==> config.mk <==
export PLATFORM = sky130hd
export DESIGN_NAME = mvm_ctrl
export DESIGN_NICKNAME = d
export VERILOG_FILES = /design/src/hw/rtl/mvm_pkg.sv /design/src/hw/rtl/mvm_ctrl.sv
export SDC_FILE = /design/constraint.sdc
export NUM_CORES = 1
export LEC_CHECK = 0
export BUFFER_PORTS_ARGS = -buffer_cell sky130_fd_sc_hd__buf_2
export CAP_MARGIN = 15
export CELL_PAD_IN_SITES_DETAIL_PLACEMENT = 0
export CELL_PAD_IN_SITES_GLOBAL_PLACEMENT = 1
export CORE_ASPECT_RATIO = 1.4
export CORE_UTILIZATION = 41
export CTS_CLUSTER_SIZE = 12
export DETAILED_ROUTE_END_ITERATION = 8
export HOLD_SLACK_MARGIN = 0.15
export PLACE_DENSITY_LB_ADDON = 0.1
export SLEW_MARGIN = 20
export SYNTH_ARGS = -nofsm -noshare
export SYNTH_HDL_FRONTEND = slang
export SYNTH_SLANG_ARGS = --single-unit
==> constraint.sdc <==
create_clock -name clk -period 4.7 [get_ports clk]
set_input_delay 0.705 -clock clk [delete_from_list [all_inputs] [get_ports clk]]
set_output_delay 0.705 -clock clk [all_outputs]
set_load 0.05 [all_outputs]
==> src/hw/rtl/mvm_pkg.sv <==
`timescale 1ns / 1ps
// ----------------------------------------------------------------------------
// mvm_pkg
// Shared types, codes and constants of the matrix-vector multiply block.
// ----------------------------------------------------------------------------
package mvm_pkg;

    localparam int DEF_MAX_ROWS = 64;
    localparam int DEF_MAX_COLS = 64;

    // Field widths of the stream items.
    localparam int IDX_W   = 6;
    localparam int VAL_W   = 16;
    localparam int DOT_W   = 32;
    localparam int CNT_W   = 7;
    localparam int PROD_W  = 2 * VAL_W;
    // Up to 64 products of at most 2^30 in magnitude.
    localparam int ACC_W   = 40;
    localparam int REG_IDX_W = 2;

    localparam logic CMD_WEIGHT = 1'b0;
    localparam logic CMD_VECTOR = 1'b1;

    localparam logic [REG_IDX_W-1:0] REG_ROW_COUNT = 2'd0;
    localparam logic [REG_IDX_W-1:0] REG_COL_COUNT = 2'd1;

    typedef enum logic [1:0] {
        ST_IDLE,
        ST_RUN,
        ST_DRAIN,
        ST_EMIT
    } mvm_state_t;

    typedef struct packed {
        logic             wr_weight;
        logic             wr_vector;
        logic             issue;
        logic             first;
        logic             load_out;
        logic             out_last;
        logic [IDX_W-1:0] row;
        logic [IDX_W-1:0] col;
    } mvm_cmd_t;

    typedef struct packed {
        logic out_free;
    } mvm_stat_t;

endpackage

==> src/hw/rtl/mvm_ctrl.sv <==
`timescale 1ns / 1ps
// ----------------------------------------------------------------------------
// mvm_ctrl
// Controller: configuration registers, input acceptance and the row/column
// sequencer that drives the shared multiply-accumulate datapath.
// ----------------------------------------------------------------------------
module mvm_ctrl
    import mvm_pkg::*;
#(
    parameter int MAX_ROWS = DEF_MAX_ROWS,
    parameter int MAX_COLS = DEF_MAX_COLS
) (
    input  logic                 clk,
    input  logic                 rst_n,
    input  logic                 cfg_valid,
    output logic                 cfg_ready,
    input  logic [REG_IDX_W-1:0] cfg_index,
    input  logic [CNT_W-1:0]     cfg_data,
    input  logic                 in_valid,
    output logic                 in_ready,
    input  logic                 in_cmd,
    input  logic [IDX_W-1:0]     in_row,
    input  logic [IDX_W-1:0]     in_col,
    input  mvm_stat_t            stat,
    output mvm_cmd_t             cmd
);

    localparam int VD = (MAX_COLS < 64) ? MAX_COLS : 64;

    mvm_state_t       state_reg, state_next;
    logic [IDX_W-1:0] row_reg, row_next;
    logic [IDX_W-1:0] col_reg, col_next;
    logic             drain_reg, drain_next;
    logic [CNT_W-1:0] row_count_reg, col_count_reg;
    logic [CNT_W-1:0] nr, nc;
    logic [IDX_W-1:0] last_row, last_col;
    logic             accept, row_ok, col_ok, trigger;

    assign cfg_ready = 1'b1;

    always_ff @(posedge clk or negedge rst_n)
    begin
        if (!rst_n)
        begin
            row_count_reg <= CNT_W'(64);
            col_count_reg <= CNT_W'(64);
        end
        else if (cfg_valid)
        begin
            case (cfg_index)
                REG_ROW_COUNT: row_count_reg <= cfg_data;
                REG_COL_COUNT: col_count_reg <= cfg_data;
                default: ;
            endcase
        end
    end

    // Out-of-range counts are clamped into the usable range.
    always_comb
    begin
        if (row_count_reg == '0)
            nr = CNT_W'(1);
        else if (row_count_reg > CNT_W'(MAX_ROWS))
            nr = CNT_W'(MAX_ROWS);
        else
            nr = row_count_reg;

        if (col_count_reg == '0)
            nc = CNT_W'(1);
        else if (col_count_reg > CNT_W'(VD))
            nc = CNT_W'(VD);
        else
            nc = col_count_reg;
    end

    assign last_row = IDX_W'(nr - CNT_W'(1));
    assign last_col = IDX_W'(nc - CNT_W'(1));

    assign accept  = in_valid && in_ready;
    assign row_ok  = int'(in_row) < MAX_ROWS;
    assign col_ok  = int'(in_col) < MAX_COLS;
    assign trigger = accept && (in_cmd == CMD_VECTOR) && col_ok && (in_col == last_col);

    always_ff @(posedge clk or negedge rst_n)
    begin
        if (!rst_n)
        begin
            state_reg <= ST_IDLE;
            row_reg   <= '0;
            col_reg   <= '0;
            drain_reg <= 1'b0;
        end
        else
        begin
            state_reg <= state_next;
            row_reg   <= row_next;
            col_reg   <= col_next;
            drain_reg <= drain_next;
        end
    end

    // Next state: each row issues its columns, waits in the drain state for the
    // multiply and accumulate stages, then hands the sum to the output register.
    always_comb
    begin
        state_next = state_reg;
        row_next   = row_reg;
        col_next   = col_reg;
        drain_next = drain_reg;
        case (state_reg)
            ST_IDLE:
            begin
                if (trigger)
                begin
                    state_next = ST_RUN;
                    row_next   = '0;
                    col_next   = '0;
                end
            end
            ST_RUN:
            begin
                if (col_reg == last_col)
                begin
                    state_next = ST_DRAIN;
                    drain_next = 1'b0;
                end
                else
                begin
                    col_next = col_reg + IDX_W'(1);
                end
            end
            ST_DRAIN:
            begin
                drain_next = 1'b1;
                if (drain_reg)
                begin
                    state_next = ST_EMIT;
                end
            end
            ST_EMIT:
            begin
                if (stat.out_free)
                begin
                    if (row_reg == last_row)
                    begin
                        state_next = ST_IDLE;
                    end
                    else
                    begin
                        state_next = ST_RUN;
                        row_next   = row_reg + IDX_W'(1);
                        col_next   = '0;
                    end
                end
            end
            default:
            begin
                state_next = ST_IDLE;
            end
        endcase
    end

    // The input is always ready in idle, so a valid item there is accepted.
    always_comb
    begin
        in_ready      = 1'b0;
        cmd.wr_weight = 1'b0;
        cmd.wr_vector = 1'b0;
        cmd.issue     = 1'b0;
        cmd.first     = (col_reg == '0);
        cmd.load_out  = 1'b0;
        cmd.out_last  = (row_reg == last_row);
        cmd.row       = row_reg;
        cmd.col       = col_reg;
        case (state_reg)
            ST_IDLE:
            begin
                in_ready      = 1'b1;
                cmd.wr_weight = in_valid && (in_cmd == CMD_WEIGHT) && row_ok && col_ok;
                cmd.wr_vector = in_valid && (in_cmd == CMD_VECTOR) && col_ok;
            end
            ST_RUN:
            begin
                cmd.issue = 1'b1;
            end
            ST_DRAIN: ;
            ST_EMIT:
            begin
                cmd.load_out = stat.out_free;
            end
            default: ;
        endcase
    end

endmodule

After elaboration in Yosys (flattened, before gate mapping):

Cells that the tools add are included.
Widths: inputs -> output; s select.

* order comparisons: 2
* equal/unequal tests: 13
* div/mod/pow operators: 0
* muxes and demuxes: 24
* multipliers: 0
* reduce and logical (&&, ||, !) cells: 19
* bitwise operators: 1
* add/subtract/negate cells: 4
* shift operators: 0

Operators with widths (number)
* $mux 6: 10
* $eq 6x6->1: 3
* $pmux 6 s3: 1
* $gt 7x7->1 const B: 2
* $logic_not 7->1: 2
* $add 6x1->6 const B: 2
* $ne 2x2->1 const B: 6
* $pmux 6 s2: 1
* $sub 6x1->6 const B: 2
* $mux 2: 5
* $pmux 2 s4: 1
* $reduce_and 4->1: 2
* $logic_not 6->1: 1
* $reduce_and 2->1: 3
* $logic_and 1x1->1: 5
* $mux 1: 5
* $reduce_and 5->1: 1
* $eq 2x1->1 const B: 2
* $eq 2x2->1 const B: 2
* $logic_not 2->1: 2
* $reduce_bool 2->1: 2
* $reduce_bool 3->1: 1
* $pmux 1 s2: 1
* $not 1->1: 1

* register bits: 29
* latch bits: 0
* memories kept: 0
* memory bits (writable): 0
* word-level logic and storage cells: 69
* input bits: 27
* output and inout bits: 20
* ROM bits: 0

Longest topological paths before layout:

* word-level depth: 8
* gate-level depth with buffers: 12
* depth with buffers taken out: 11

Least setup slack after synthesis:

No wires, ideal clock.

* path type: register -> output
* start point: register row_count_reg[6]
* end point: output port cmd[12] in the netlist's numbering
* data required time: 3.995 ns
* arrival time: 2.755 ns
* cell stages (with the launch flop): 9
* setup slack: 1.240 ns
* buffers on the path: 1
* path through: dfstp_2 clkbuf_1 or2_2 ha_1 or4b_2 o211ai_1 xnor2_1 o2111ai_1 nor2_1

RTL lines
* start: declaration: RTL line mvm_ctrl.sv:34 `logic [CNT_W-1:0] row_count_reg, col_count_reg;`
* start signal: assignment: RTL line mvm_ctrl.sv:51 `REG_ROW_COUNT: row_count_reg <= cfg_data;`
* end: declaration: RTL line mvm_ctrl.sv:25 `output mvm_cmd_t cmd`

Worst setup path in the final report:

* start point: register col_count_reg[2]
* end point: register col_reg[0]

* word-level cells in the longest chain between the ends: 8
* elaborated cells between the ends (all ways): 11
* classes of those cells: add/sub (1); order compare (1); eq/ne (4); mux (2); reduce/logical (3)

RTL lines
* start: declaration: RTL line mvm_ctrl.sv:34
* start signal: assignment: RTL line mvm_ctrl.sv:52 `REG_COL_COUNT: col_count_reg <= cfg_data;`
* $gt 7x7->1: RTL line mvm_ctrl.sv:70 `else if (col_count_reg > CNT_W'(VD))`
* $mux 6: RTL line mvm_ctrl.sv:70
* $mux 6 *: RTL line mvm_ctrl.sv:68 `if (col_count_reg == '0)`
* $sub 6x1->6 *: RTL line mvm_ctrl.sv:77 `assign last_col = IDX_W'(nc - CNT_W'(1));`
* $eq 6x6->1: RTL line mvm_ctrl.sv:82 `assign trigger = accept && (in_cmd == CMD_VECTOR) && col_ok && (in_col == last_col);`
* $logic_and 1x1->1: RTL line mvm_ctrl.sv:82
* $ne 2x2->1 (no line)
* $reduce_and 5->1 (no line) *
* end signal: assignment: RTL line mvm_ctrl.sv:97 `col_reg <= col_next;`
* end: declaration: RTL line mvm_ctrl.sv:32 `logic [IDX_W-1:0] col_reg, col_next;`

Every way passes the cells marked *; elsewhere a longest branch is shown, timed or not.
A chain may end at the register's enable or synchronous reset.

==> results.md <==
* Max_cap viols at 0
* Cell Area, Placed at about 2400 µm²
* PortBufs at 39
* Final Power at around 1.5 mW
* Vias/cell at 5.62
* Post_cts resized at 0
* Vias in the first global route at between 1.5k and 2k
* Cell count after synthesis at 230
* Leakage power at ~1.1 nW
* TritonCTS clock tree: built
* CTS clk-pin slew, worst paths at 0.07 ns
* Fraction of synthesized area in multiplexers at roughly 9%
* Initial antenna violation count at 0
* Commonest non-fill, non-tap cell in the layout: buf_2
* Syn nets at 266
* Starting DRT DRC Count at 73
* Gr ovfl total at 0
* Fraction of the cycle the final worst path needs at approximately 81%
* Finished Layout Cells at around 330
* Slew Limit Fails at 0
* Synthesis Warnings at 0
* FF+latch area at 728 µm²
* Routability cong. at about 0.77
* DR WL/cell at about 16 µm
* Crit path DAT at between 4 and 5 ns
* Endpoints failing hold at 0
* Root buf cell: clkbuf_8
* Post-synthesis compound-gate area fraction at about a fifth
* Total number of H-tree levels at 2
* CP Launch Type: register
* Syn Area/Cell at 9.42 µm²
* Final setup fails at 0
* Largest net degree at the start of global routing at 30
* Post-Synth Simple-Gate Area at around 22%
* Sink Count at 29
* Hold Buf Count CTS at 0
* Placed Instances at around 330
* Fmax at ~0.26 GHz
* Measured slew at the worst slew-check pin at 0.964 ns
* HPWL after DPL at a little under 4 mm
* Vias at around 1.9k
* GRT Util Overall at 20.7%
* Synthesis-to-finish area growth at 16.5%
* Clock latency on the worst-skew pair at between 0.2 and 0.3 ns
* Post-synth EDFFs at 0
* Count of cell types in the netlist at 60
* RSZ-0062 raised after global routing: false
* Min setup slack post-route at 0.906 ns
* HP Class: input port to asynchronous set/reset pin
* XOR/XNOR share of the synthesized area at between 6 and 7%
* Worst vdd ir at roughly 0.32 mV
* Most frequent cells in the layout: 39 x buf_2, 27 x dfrtp_1, 16 x inv_1, 16 x mux2_2
* Total CTS buffers at 5
* DRC viols at 0
* Layout Nets at 305
* Share of cells above drive strength 1 at between 20 and 30%
* Die Outline Area at approximately 5600 µm²
* Syn Std Cell Area at between 2000 and 2500 µm²
* Sequential fraction of the synthesis area at between 30 and 40%
* Status: finished, final reports clean
* Final setup TNS at 0 ns
* Yosys reg bits at 29
* Die X-Extent at approximately 63 µm
* Row cnt at 30
* Top cell type's share of synthesized area at a little under a third
* Hold slack at approximately 0.47 ns
* Worst endpoint required time at slightly below 5 ns
* CORE AREA at roughly 5000 µm²
* Critical setup path kind: register to register
* Starting density of the core at between 40 and 50%
* Drt pass-1 iters at 4
* Main combinational cell family by area after synthesis: simple AND/OR/NAND/NOR gates
* Ranking of synthesized cells by area: dfrtp_1 31%, mux2_2 8.3%, ha_1 5.2%
* I/O pin cnt at 47
* Post-route cell area at 2520 µm²
* First-pass GRT wire length at approximately 8.9 mm
* Antenna-violating nets left at 0
* Aggregate routed wire length at 5.21 mm
* Fin util at 50.9%
* Dpl ws at 0.926 ns
* Area share of fa/ha/maj cells after synthesis at under 10%
* Clk_skew at between 0.006 and 0.007 ns
* Die Y at 88.0 µm
* Fin crit period at 3.79 ns
* Worst Path Max Fanout at 8
* Multi-input logic area at around 1300 µm²
* Slew HR at a little over a third
* Postcts setup bufs at 0
* N_diodes at 0
* Most used DFF post-synth: dfrtp_1
* Crit. End Element: register
* FFs w/ async S/R, synth at 100%
* PD cells at a little under 600 nW/µm²
* Fillers at about 530
* Synth area leader: dfrtp_1
* Clock Path Buffers at 2
cell families after synthesis:
kind of cell,count (synthesis)
AO/OA/AOI/OAI,52
adder cells (fa/ha/maj),9
flip-flops,29
buffers and inverters,26
other,1
AND/OR/NAND/NOR,81
multiplexers,17
XOR/XNOR,15
final cells by class:
type	count	area share [%]
clock buffer	7	3.82
timing repair buffer	42	8.63
sequential	29	28.9
tap	64	3.17
clock inverter	1	0.198
multi-input combinational	175	52.9
inverter	16	2.38
worst max-delay path: stages (launching register included):
cell	delay [ns]
dfrtp_1	0.44
or4_4	0.57
nor2_1	0.15
o21bai_1	0.12
ha_1	0.31
nor3b_1	0.17
o311ai_0	0.30
buf_4	0.20
xnor2_1	0.07
nor2b_1	0.17
a21boi_0	0.39
nor4b_1	0.58
o32a_1	0.26
layer usage:
metal	GRT usage (%)	wire, µm	share of wire [%]
met1	24.5	2300	44
met2	37.9	2690	52
met3	3.39	140	2.7
met4	6.82	70	1.3
met5	0	0	0
final timing paths:
check	startpoint	end	slack, ns	cells past startpoint
setup / recovery	col_count_reg[2]$_DFFE_PN0P_	col_reg[0]$_DFFE_PN0P_	0.91	12
hold / removal	rst_n	row_reg[4]$_DFFE_PN0P_	0.47	1
setup reg to reg	col_count_reg[2]$_DFFE_PN0P_	col_reg[0]$_DFFE_PN0P_	0.91	12
hold reg to reg	state_reg[0]$_DFFE_PN0P_	state_reg[0]$_DFFE_PN0P_	0.54	1
max in group asynchronous	rst_n	row_count_reg[3]$_DFFE_PN0P_	3.78	1
min in group clk	state_reg[0]$_DFFE_PN0P_	state_reg[0]$_DFFE_PN0P_	0.54	1
where the power goes:
part | internal [mW] | switching (mW)
clock | 0.132 | 0.0961
sequential | 0.320 | 0.104
combinational | 0.299 | 0.505
synthesized netlist by cell type, types with 2 or more instances:
library cell	instances
a2111oi_0	4
a211oi_1	2
a21o_1	2
a21oi_1	4
a41oi_1	2
and2_1	2
and3_1	3
clkbuf_1	8
dfrtp_1	27
dfstp_2	2
ha_1	9
inv_1	16
mux2_2	16
nand2_1	7
nand2b_1	9
nand3_1	9
nor2_1	9
nor2b_1	6
nor3_1	10
nor3b_1	3
nor4b_1	2
o2111ai_1	2
o21ai_0	5
o221ai_1	2
o22ai_1	2
o2bb2ai_1	2
o311ai_0	3
o31ai_1	6
o32ai_1	2
or2_2	4
or3_1	5
or4b_1	3
or4b_2	2
xnor2_1	10
xor2_1	5
(Power assumes the default switching activity.)
